## src/hdl/tcce_pkg.sv

```systemverilog
// shared types, codes and constants of the text console cursor engine
// no dependencies
package tcce_pkg;

  localparam int COL_W   = 10;
  localparam int ROW_W   = 9;
  localparam int TITLE_W = 8;
  localparam int TAB_W   = 7;
  localparam int CHAR_W  = 8;
  localparam int CCOL_W  = 9;
  localparam int CROW_W  = 8;
  localparam int CMD_W   = 2;
  localparam int CFG_IDX_W  = 2;
  localparam int CFG_DATA_W = 10;

  localparam int MAX_COLUMNS_DEF = 512;
  localparam int MAX_ROWS_DEF    = 256;

  localparam logic [COL_W-1:0]   COLUMNS_RST = 10'd80;
  localparam logic [ROW_W-1:0]   ROWS_RST    = 9'd25;
  localparam logic [TITLE_W-1:0] TITLE_RST   = 8'd1;
  localparam logic [TAB_W-1:0]   TAB_RST     = 7'd4;

  localparam logic [CHAR_W-1:0] CHR_NUL = 8'd0;
  localparam logic [CHAR_W-1:0] CHR_TAB = 8'd9;
  localparam logic [CHAR_W-1:0] CHR_LF  = 8'd10;
  localparam logic [CHAR_W-1:0] CHR_CR  = 8'd13;

  localparam logic [CFG_IDX_W-1:0] REG_COLUMNS = 2'd0;
  localparam logic [CFG_IDX_W-1:0] REG_ROWS    = 2'd1;
  localparam logic [CFG_IDX_W-1:0] REG_TITLE   = 2'd2;
  localparam logic [CFG_IDX_W-1:0] REG_TAB     = 2'd3;

  typedef enum logic [CMD_W-1:0] {
    CMD_DRAW   = 2'd0,
    CMD_SCROLL = 2'd1,
    CMD_CLEAR  = 2'd2
  } cmd_t;

  typedef struct packed {
    cmd_t              command;
    logic [CCOL_W-1:0] cell_col;
    logic [CROW_W-1:0] cell_row;
    logic [CHAR_W-1:0] glyph;
    logic              last;
  } result_t;

  typedef struct packed {
    logic [1:0]       n;
    result_t          r0;
    result_t          r1;
    logic [COL_W-1:0] col_nxt;
    logic [ROW_W-1:0] row_nxt;
  } step_t;

  typedef struct packed {
    logic [COL_W-1:0]   columns;
    logic [ROW_W-1:0]   rows;
    logic [TITLE_W-1:0] title_rows;
    logic [TAB_W-1:0]   tab_size;
  } cfg_t;

endpackage

```

## src/hdl/tcce_step.sv

```systemverilog
// cursor update and result generation for one character word
// depends on tcce_pkg
module tcce_step
  import tcce_pkg::*;
(
  input  logic [CHAR_W-1:0] char_code,
  input  logic [COL_W-1:0]  col_q,
  input  logic [ROW_W-1:0]  row_q,
  input  cfg_t              cfg,
  output step_t             step
);

  logic [COL_W:0]   col_a;
  logic [COL_W:0]   tab_sum;
  logic [ROW_W:0]   row_a;
  logic [COL_W:0]   col_b;
  logic [ROW_W:0]   row_b;
  logic [ROW_W:0]   row_c;
  logic             ignore;
  logic             draw;
  logic             wrap;
  logic             act;
  logic             clr;
  logic [ROW_W-1:0] title_p1;
  result_t          res_draw;
  result_t          res_act;

  always_comb begin
    ignore  = 1'b0;
    draw    = 1'b0;
    col_a   = {1'b0, col_q};
    row_a   = {1'b0, row_q};
    tab_sum = {1'b0, col_q} + {{(COL_W+1-TAB_W){1'b0}}, cfg.tab_size};
    case (char_code)
      CHR_NUL: ignore = 1'b1;
      CHR_LF: begin
        col_a = '0;
        row_a = {1'b0, row_q} + {{ROW_W{1'b0}}, 1'b1};
      end
      CHR_CR: col_a = '0;
      CHR_TAB: begin
        // a zero tab size clears the column instead of applying the step mask
        if (cfg.tab_size == '0) begin
          col_a = '0;
        end else begin
          col_a = tab_sum & ~{{(COL_W+1-TAB_W){1'b0}}, cfg.tab_size - 7'd1};
        end
      end
      default: begin
        draw  = 1'b1;
        col_a = {1'b0, col_q} + {{COL_W{1'b0}}, 1'b1};
      end
    endcase
  end

  always_comb begin
    wrap     = col_a >= {1'b0, cfg.columns};
    col_b    = wrap ? '0 : col_a;
    row_b    = row_a + {{ROW_W{1'b0}}, wrap};
    act      = row_b >= {1'b0, cfg.rows};
    title_p1 = {1'b0, cfg.title_rows} + {{(ROW_W-1){1'b0}}, 1'b1};
    clr      = cfg.rows <= title_p1;
    row_c    = row_b;
    if (act) begin
      if (clr) begin
        col_b = '0;
        row_c = {{(ROW_W+1-TITLE_W){1'b0}}, cfg.title_rows};
      end else if (row_b <= {{ROW_W{1'b0}}, 1'b1}) begin
        row_c = {{ROW_W{1'b0}}, 1'b1};
      end else begin
        row_c = row_b - {{ROW_W{1'b0}}, 1'b1};
      end
    end
  end

  always_comb begin
    res_draw.command  = CMD_DRAW;
    res_draw.cell_col = col_q[CCOL_W-1:0];
    res_draw.cell_row = row_q[CROW_W-1:0];
    res_draw.glyph    = char_code;
    res_draw.last     = !act;

    res_act.command   = clr ? CMD_CLEAR : CMD_SCROLL;
    res_act.cell_col  = '0;
    res_act.cell_row  = '0;
    res_act.glyph     = '0;
    res_act.last      = 1'b1;

    if (ignore) begin
      step.n       = 2'd0;
      step.r0      = res_draw;
      step.r1      = res_act;
      step.col_nxt = col_q;
      step.row_nxt = row_q;
    end else begin
      step.n       = {1'b0, draw} + {1'b0, act};
      step.r0      = draw ? res_draw : res_act;
      step.r1      = res_act;
      step.col_nxt = col_b[COL_W-1:0];
      step.row_nxt = row_c[ROW_W-1:0];
    end
  end

endmodule

```

## src/hdl/tcce_out_buf.sv

```systemverilog
// two-entry result buffer: holds all results of one character word
// depends on tcce_pkg
module tcce_out_buf
  import tcce_pkg::*;
(
  input  logic       clk,
  input  logic       rst_n,
  input  logic       load,
  input  logic [1:0] load_n,
  input  result_t    load_r0,
  input  result_t    load_r1,
  output logic       room,
  output logic       out_valid,
  input  logic       out_ready,
  output result_t    out_res
);

  logic [1:0] cnt_r, cnt_nxt;
  result_t    slot0_r, slot0_nxt;
  result_t    slot1_r, slot1_nxt;
  logic       pop;

  assign out_valid = cnt_r != 2'd0;
  assign out_res   = slot0_r;
  assign pop       = out_valid && out_ready;
  // empty once this cycle's pop is done
  assign room      = (cnt_r == 2'd0) || ((cnt_r == 2'd1) && pop);

  always_comb begin
    cnt_nxt   = cnt_r;
    slot0_nxt = slot0_r;
    slot1_nxt = slot1_r;
    if (load) begin
      cnt_nxt   = load_n;
      slot0_nxt = load_r0;
      slot1_nxt = load_r1;
    end else if (pop) begin
      cnt_nxt   = cnt_r - 2'd1;
      slot0_nxt = slot1_r;
    end
  end

  always_ff @(posedge clk) begin
    if (!rst_n) begin
      cnt_r <= 2'd0;
    end else begin
      cnt_r <= cnt_nxt;
    end
  end

  always_ff @(posedge clk) begin
    slot0_r <= slot0_nxt;
    slot1_r <= slot1_nxt;
  end

endmodule

```

## src/hdl/text_console_cursor_engine.sv

```systemverilog
// Text console cursor engine. Each accepted character word is held in an input
// register until it can advance, where the cursor logic turns it into zero, one or
// two results (draw, then scroll or clear) loaded into a two-entry result buffer.
// The first result is offered from the buffer register once its word advances. The
// block takes one character per cycle while results are taken each cycle; a character
// that yields two results fills both buffer entries, so the next character waits
// until the second of them is taken, and a stalled output holds back any word with
// results once the buffer holds one. Configuration writes take effect at once and
// are expected only while the block is idle.
// depends on tcce_pkg, tcce_step, tcce_out_buf
module text_console_cursor_engine
  import tcce_pkg::*;
#(
  parameter int MAX_COLUMNS = MAX_COLUMNS_DEF,
  parameter int MAX_ROWS    = MAX_ROWS_DEF
) (
  input  logic                  clk,
  input  logic                  rst_n,
  input  logic                  in_valid,
  output logic                  in_ready,
  input  logic [CHAR_W-1:0]     in_char_code,
  output logic                  out_valid,
  input  logic                  out_ready,
  output logic [CMD_W-1:0]      out_command,
  output logic [CCOL_W-1:0]     out_cell_col,
  output logic [CROW_W-1:0]     out_cell_row,
  output logic [CHAR_W-1:0]     out_glyph,
  output logic                  out_last,
  input  logic                  cfg_wr_en,
  input  logic [CFG_IDX_W-1:0]  cfg_index,
  input  logic [CFG_DATA_W-1:0] cfg_data
);

  cfg_t              cfg_r, cfg_nxt;
  logic              s1_valid_r, s1_valid_nxt;
  logic [CHAR_W-1:0] s1_char_r, s1_char_nxt;
  logic [COL_W-1:0]  col_r, col_nxt;
  logic [ROW_W-1:0]  row_r, row_nxt;
  step_t             step;
  logic              room;
  logic              advance;
  logic              load;
  result_t           out_res;

  tcce_step u_step (
    .char_code (s1_char_r),
    .col_q     (col_r),
    .row_q     (row_r),
    .cfg       (cfg_r),
    .step      (step)
  );

  assign advance  = s1_valid_r && ((step.n == 2'd0) || room);
  assign load     = advance && (step.n != 2'd0);
  assign in_ready = !s1_valid_r || advance;

  tcce_out_buf u_out_buf (
    .clk       (clk),
    .rst_n     (rst_n),
    .load      (load),
    .load_n    (step.n),
    .load_r0   (step.r0),
    .load_r1   (step.r1),
    .room      (room),
    .out_valid (out_valid),
    .out_ready (out_ready),
    .out_res   (out_res)
  );

  assign out_command  = out_res.command;
  assign out_cell_col = out_res.cell_col;
  assign out_cell_row = out_res.cell_row;
  assign out_glyph    = out_res.glyph;
  assign out_last     = out_res.last;

  always_comb begin
    s1_valid_nxt = s1_valid_r;
    s1_char_nxt  = s1_char_r;
    if (in_ready) begin
      s1_valid_nxt = in_valid;
      s1_char_nxt  = in_char_code;
    end
    col_nxt = col_r;
    row_nxt = row_r;
    if (advance) begin
      col_nxt = step.col_nxt;
      row_nxt = step.row_nxt;
    end
  end

  // oversized column and row counts saturate to the supported maximum
  always_comb begin
    cfg_nxt = cfg_r;
    if (cfg_wr_en) begin
      unique case (cfg_index)
        REG_COLUMNS: begin
          if ({1'b0, cfg_data[COL_W-1:0]} > (COL_W+1)'(MAX_COLUMNS)) begin
            cfg_nxt.columns = COL_W'(MAX_COLUMNS);
          end else begin
            cfg_nxt.columns = cfg_data[COL_W-1:0];
          end
        end
        REG_ROWS: begin
          if ({1'b0, cfg_data[ROW_W-1:0]} > (ROW_W+1)'(MAX_ROWS)) begin
            cfg_nxt.rows = ROW_W'(MAX_ROWS);
          end else begin
            cfg_nxt.rows = cfg_data[ROW_W-1:0];
          end
        end
        REG_TITLE: cfg_nxt.title_rows = cfg_data[TITLE_W-1:0];
        REG_TAB:   cfg_nxt.tab_size   = cfg_data[TAB_W-1:0];
        default: ;
      endcase
    end
  end

  always_ff @(posedge clk) begin
    if (!rst_n) begin
      s1_valid_r       <= 1'b0;
      col_r            <= '0;
      row_r            <= '0;
      cfg_r.columns    <= COLUMNS_RST;
      cfg_r.rows       <= ROWS_RST;
      cfg_r.title_rows <= TITLE_RST;
      cfg_r.tab_size   <= TAB_RST;
    end else begin
      s1_valid_r <= s1_valid_nxt;
      col_r      <= col_nxt;
      row_r      <= row_nxt;
      cfg_r      <= cfg_nxt;
    end
  end

  always_ff @(posedge clk) begin
    s1_char_r <= s1_char_nxt;
  end

endmodule

```

## config.mk

```make
export PLATFORM = sky130hd
export DESIGN_NAME = text_console_cursor_engine
export DESIGN_NICKNAME = d
export VERILOG_FILES = /design/src/hdl/tcce_pkg.sv /design/src/hdl/tcce_step.sv /design/src/hdl/tcce_out_buf.sv /design/src/hdl/text_console_cursor_engine.sv
export SDC_FILE = /design/constraint.sdc
export NUM_CORES = 1
export LEC_CHECK = 0
export ABC_AREA = 1
export BUFFER_PORTS_ARGS = -buffer_cell sky130_fd_sc_hd__buf_2
export CAP_MARGIN = 20
export CELL_PAD_IN_SITES_DETAIL_PLACEMENT = 1
export CELL_PAD_IN_SITES_GLOBAL_PLACEMENT = 1
export CORE_MARGIN = 1.5
export CORE_UTILIZATION = 25
export CTS_BUF_LIST = sky130_fd_sc_hd__clkbuf_2
export CTS_CLUSTER_DIAMETER = 40
export CTS_CLUSTER_SIZE = 12
export DETAILED_ROUTE_END_ITERATION = 7
export GPL_TIMING_DRIVEN = 0
export PLACE_DENSITY = 0.57
export SYNTH_ARGS = -nofsm -noshare
export SYNTH_HDL_FRONTEND = slang
export SYNTH_SLANG_ARGS = --single-unit
```

## constraint.sdc

```tcl
create_clock -name clk -period 11.05 [get_ports clk]
set_input_delay 0.5525 -clock clk [delete_from_list [all_inputs] [get_ports clk]]
set_output_delay 0.5525 -clock clk [all_outputs]
set_load 0.03 [all_outputs]
```

==> summary.md <==
| Metric | Value |
|---|---|
| Outcome | finished, final reports clean |
| DIE HEIGHT | 159 microns |
| Overall routing resource usage | 15.2% |
| Mapped Avg Cell Area | 7.66 sq um |
| Post-CTS resize count | 0 |
| Post-Syn Nets | 868 |
| Cell mode on critical path | nand2_1 |
| Startpoint types | flop |
| Post-synth ARST share | 0% |
| Crit share post-route | 72.7% |
| Unrepaired setup endpoints after global routing | no |
| Number of global-route vias before repair | 5490 |
| Rows | 56 |
| CTS buffer count | 9 |
| Synth top area share | 18.7% |
| Detailed Place HPWL | 15000 microns |
| Total I/O pin count | 55 |
| CP max FO | 23 |
| Area Overhead vs Synth | 13.2% |
| Final ANT Viol Nets | 0 |
| First-pass GRT wire length | 30500 microns |
| Worst path bufs/invs | 6 |
| H-Tree Depth | 3 |
| Worst-margin pin slew | 769 ps |
| WL final | 18800 microns |
| Pwr/cell area | 192 mW/mm^2 |
| CTS tree | done |
| CP Data Arrival Time | 8380 ps |
| Fillers | 2944 |
| Clock skew | 37.0 ps |
| Post-layout min period | 8030 ps |
| Post-synthesis sequential area ratio | 37.1% |
| Cell area after synthesis | 0.00610 sq mm |
| Core Region | 0.0237 sq mm |
| Most common cell after layout, fill and taps aside | nand2_1 |
| Worst setup path class | flop to flop |
| Setup violations, final | 0 |
| Max-slew headroom at the worst pin | 48.8% |
| DRC Markers | 0 |
| Nets | 934 |
| Chip width | 159 microns |
| Post CTS Setup Buffer Count | 0 |
| Die area | 0.0254 sq mm |
| Worst hold path class | input port to flop |
| Area contributors post-synth | edfxtp_1 19%, dfxtp_1 18%, nand2_1 9.4%, ha_1 9.2%, inv_1 6.4% |
| Synth Register Bits | 94 |
| TNS Setup | 0 ps |
| GRT overflow | 0 |
| CTS root buf | clkbuf_2 |
| Ys Warns | 0 |
| Final Hold Viols | 0 |
| Slowest stage delay, CP | 670 ps |
| Synth Flop Type | dfxtp_1 |
| Cells after Synth | 797 |
| Clock Latency Late Sink | 620 ps |
| Via count | 5434 |
| RD Place Congestion | 0.801 |
| # clock sinks | 94 |
| Max cap viols | 0 |
| Leak | 0.00296 uW |
| Clock Pin Slew Worst Setup and Hold Paths | 270 ps |
| Most frequent cells in the layout | 153 x nand2_1, 104 x inv_1, 73 x a21oi_1, 56 x buf_2, 56 x dfxtp_1 |
| Share of cells above drive strength 1 | 14.4% |
| # hold bufs at CTS | 0 |
| # port buffers | 54 |
| Cell variety after synth | 48 |
| Initial Util | 25.8% |
| Largest net degree at the start of global routing | 24 |
| Data required time of the critical path | 11390 ps |
| Placed inst area | 0.00680 sq mm |
| Initial DRC Count | 211 |
| Internal reg-to-reg setup slack | 3020 ps |
| Final Max Tran Viols | 0 |
| Crit path max-delay cell type | o311ai_0 |
| Max Freq | 0.124 GHz |
| CP delay by family, top | simple AND/OR/NAND/NOR gates |
| Multi-input gate area in the final layout | 0.00331 sq mm |
| Clock buffer depth | 2 |
| Max VDD drop | 0.0000953 V |
| Register area | 0.00226 sq mm |
| TritonRoute pass-1 iters | 4 |
| Design area | 0.00691 sq mm |
| Initial antenna violation count | 1 |
| Routed WL per cell | 15.8 microns |
| Number of synthesized flops with an enable pin | 38 |
| Cell taking the most area after synthesis | edfxtp_1 |
| Drt via density | 4.58 |
| Crit end category | flop |
[path summary, 6_finish.rpt]
| check | from | depth (start not counted) | end |
|---|---|---|---|
| max | s1_char_r[5] | 41 | u_out_buf.out_res[26] |
| min reg2reg | cfg_r[25] | 2 | cfg_r[25] |
| max reg2reg | s1_char_r[5] | 41 | u_out_buf.out_res[26] |
| min | in_char_code[4] | 1 | s1_char_r[4] |
[cells in the mapped netlist, types with 3 or more instances]
master / n
inv_2: 13
nand3_2: 6
o21ai_0: 44
nand4_1: 15
nand2_2: 7
nor2_4: 7
dfxtp_1: 56
inv_1: 104
ha_1: 45
o221ai_1: 4
a211oi_1: 12
xor2_1: 14
clkinv_1: 4
nand2_1: 153
clkbuf_1: 12
o211ai_1: 9
edfxtp_1: 38
nor3_1: 27
nand3b_1: 6
nor2_2: 7
nand3_1: 44
o21ai_1: 4
nand2_4: 4
nor4_1: 3
a22oi_1: 6
a21oi_1: 73
nor2_1: 52
[per-layer routing]
layer	track usage, %	up-vias	share of wire, %
li1	-	2815	-
met1	22.4	2521	53
met2	23.2	88	42
met3	2.42	10	3.6
met4	3.34	0	0.85
met5	0	-	0
[where the power goes]
group | internal [uW] | switching (uW) | leakage [uW]
Combinational | 192 | 454 | 0.00206
Clock | 50.7 | 127 | 0.0000635
Sequential | 464 | 39.9 | 0.000834
[state kept, by name, summed over array words and instances, names as in the netlist]
name and count:
row_r 9, u_out_buf.slot1_r 2, u_out_buf.cnt_r 2, s1_char_r 8, u_out_buf.out_res 28, col_r 10
cfg_r 34, s1_valid_r 1
[through the flow]
stage | total power (uW) | hold slack (ps) | instances | worst slack [ps] | util, %
final | 1330 | 93.2 | 1187 | 3020 | 29.2
after global routing | 1430 | 13.4 | 1187 | 2250 | 29.2
after CTS | 1350 | 40.0 | 1186 | 2870 | 29.2
after detailed placement | 1170 | 466 | 1171 | 2910 | 28.7
after global placement | 1140 | 465 | 1170 | 2540 | 28.6
after floorplan | 967 | 443 | 797 | 4500 | -
[kinds of logic (layout without fill, tap and decap cells)]
group           Yosys count  in the layout  share of synthesized area (%)
compound gates          162            162                           15.1
xor+xnor                 17             17                           2.75
fa+ha+maj                46             46                           9.56
buf+inv                 138            208                           8.73
flops                    94             94                           37.1
other cells               0              1                              0
simple gates            340            340                           26.8
[worst register-to-register path, delay by kind of cell, from the launching register on]
| kind | cells | cell delay (ps) |
|---|---|---|
| buffers and inverters | 6 | 1000 |
| flip-flops | 1 | 440 |
| adder cells (fa/ha/maj) | 5 | 1480 |
| AND/OR/NAND/NOR | 24 | 3270 |
| AO/OA/AOI/OAI | 6 | 1560 |
[final cells by class]
class / instances / area share (%)
Clock inverter: 6 / 0.905
Antenna cell: 1 / 0.0362
Sequential cell: 94 / 32.7
Clock buffer: 9 / 0.652
Buffer: 15 / 0.960
Tap cell: 319 / 5.78
Inverter: 123 / 6.75
Multi-Input combinational cell: 565 / 47.9
Timing Repair Buffer: 55 / 4.31
No activity file was read; power rests on OpenSTA's default activity.
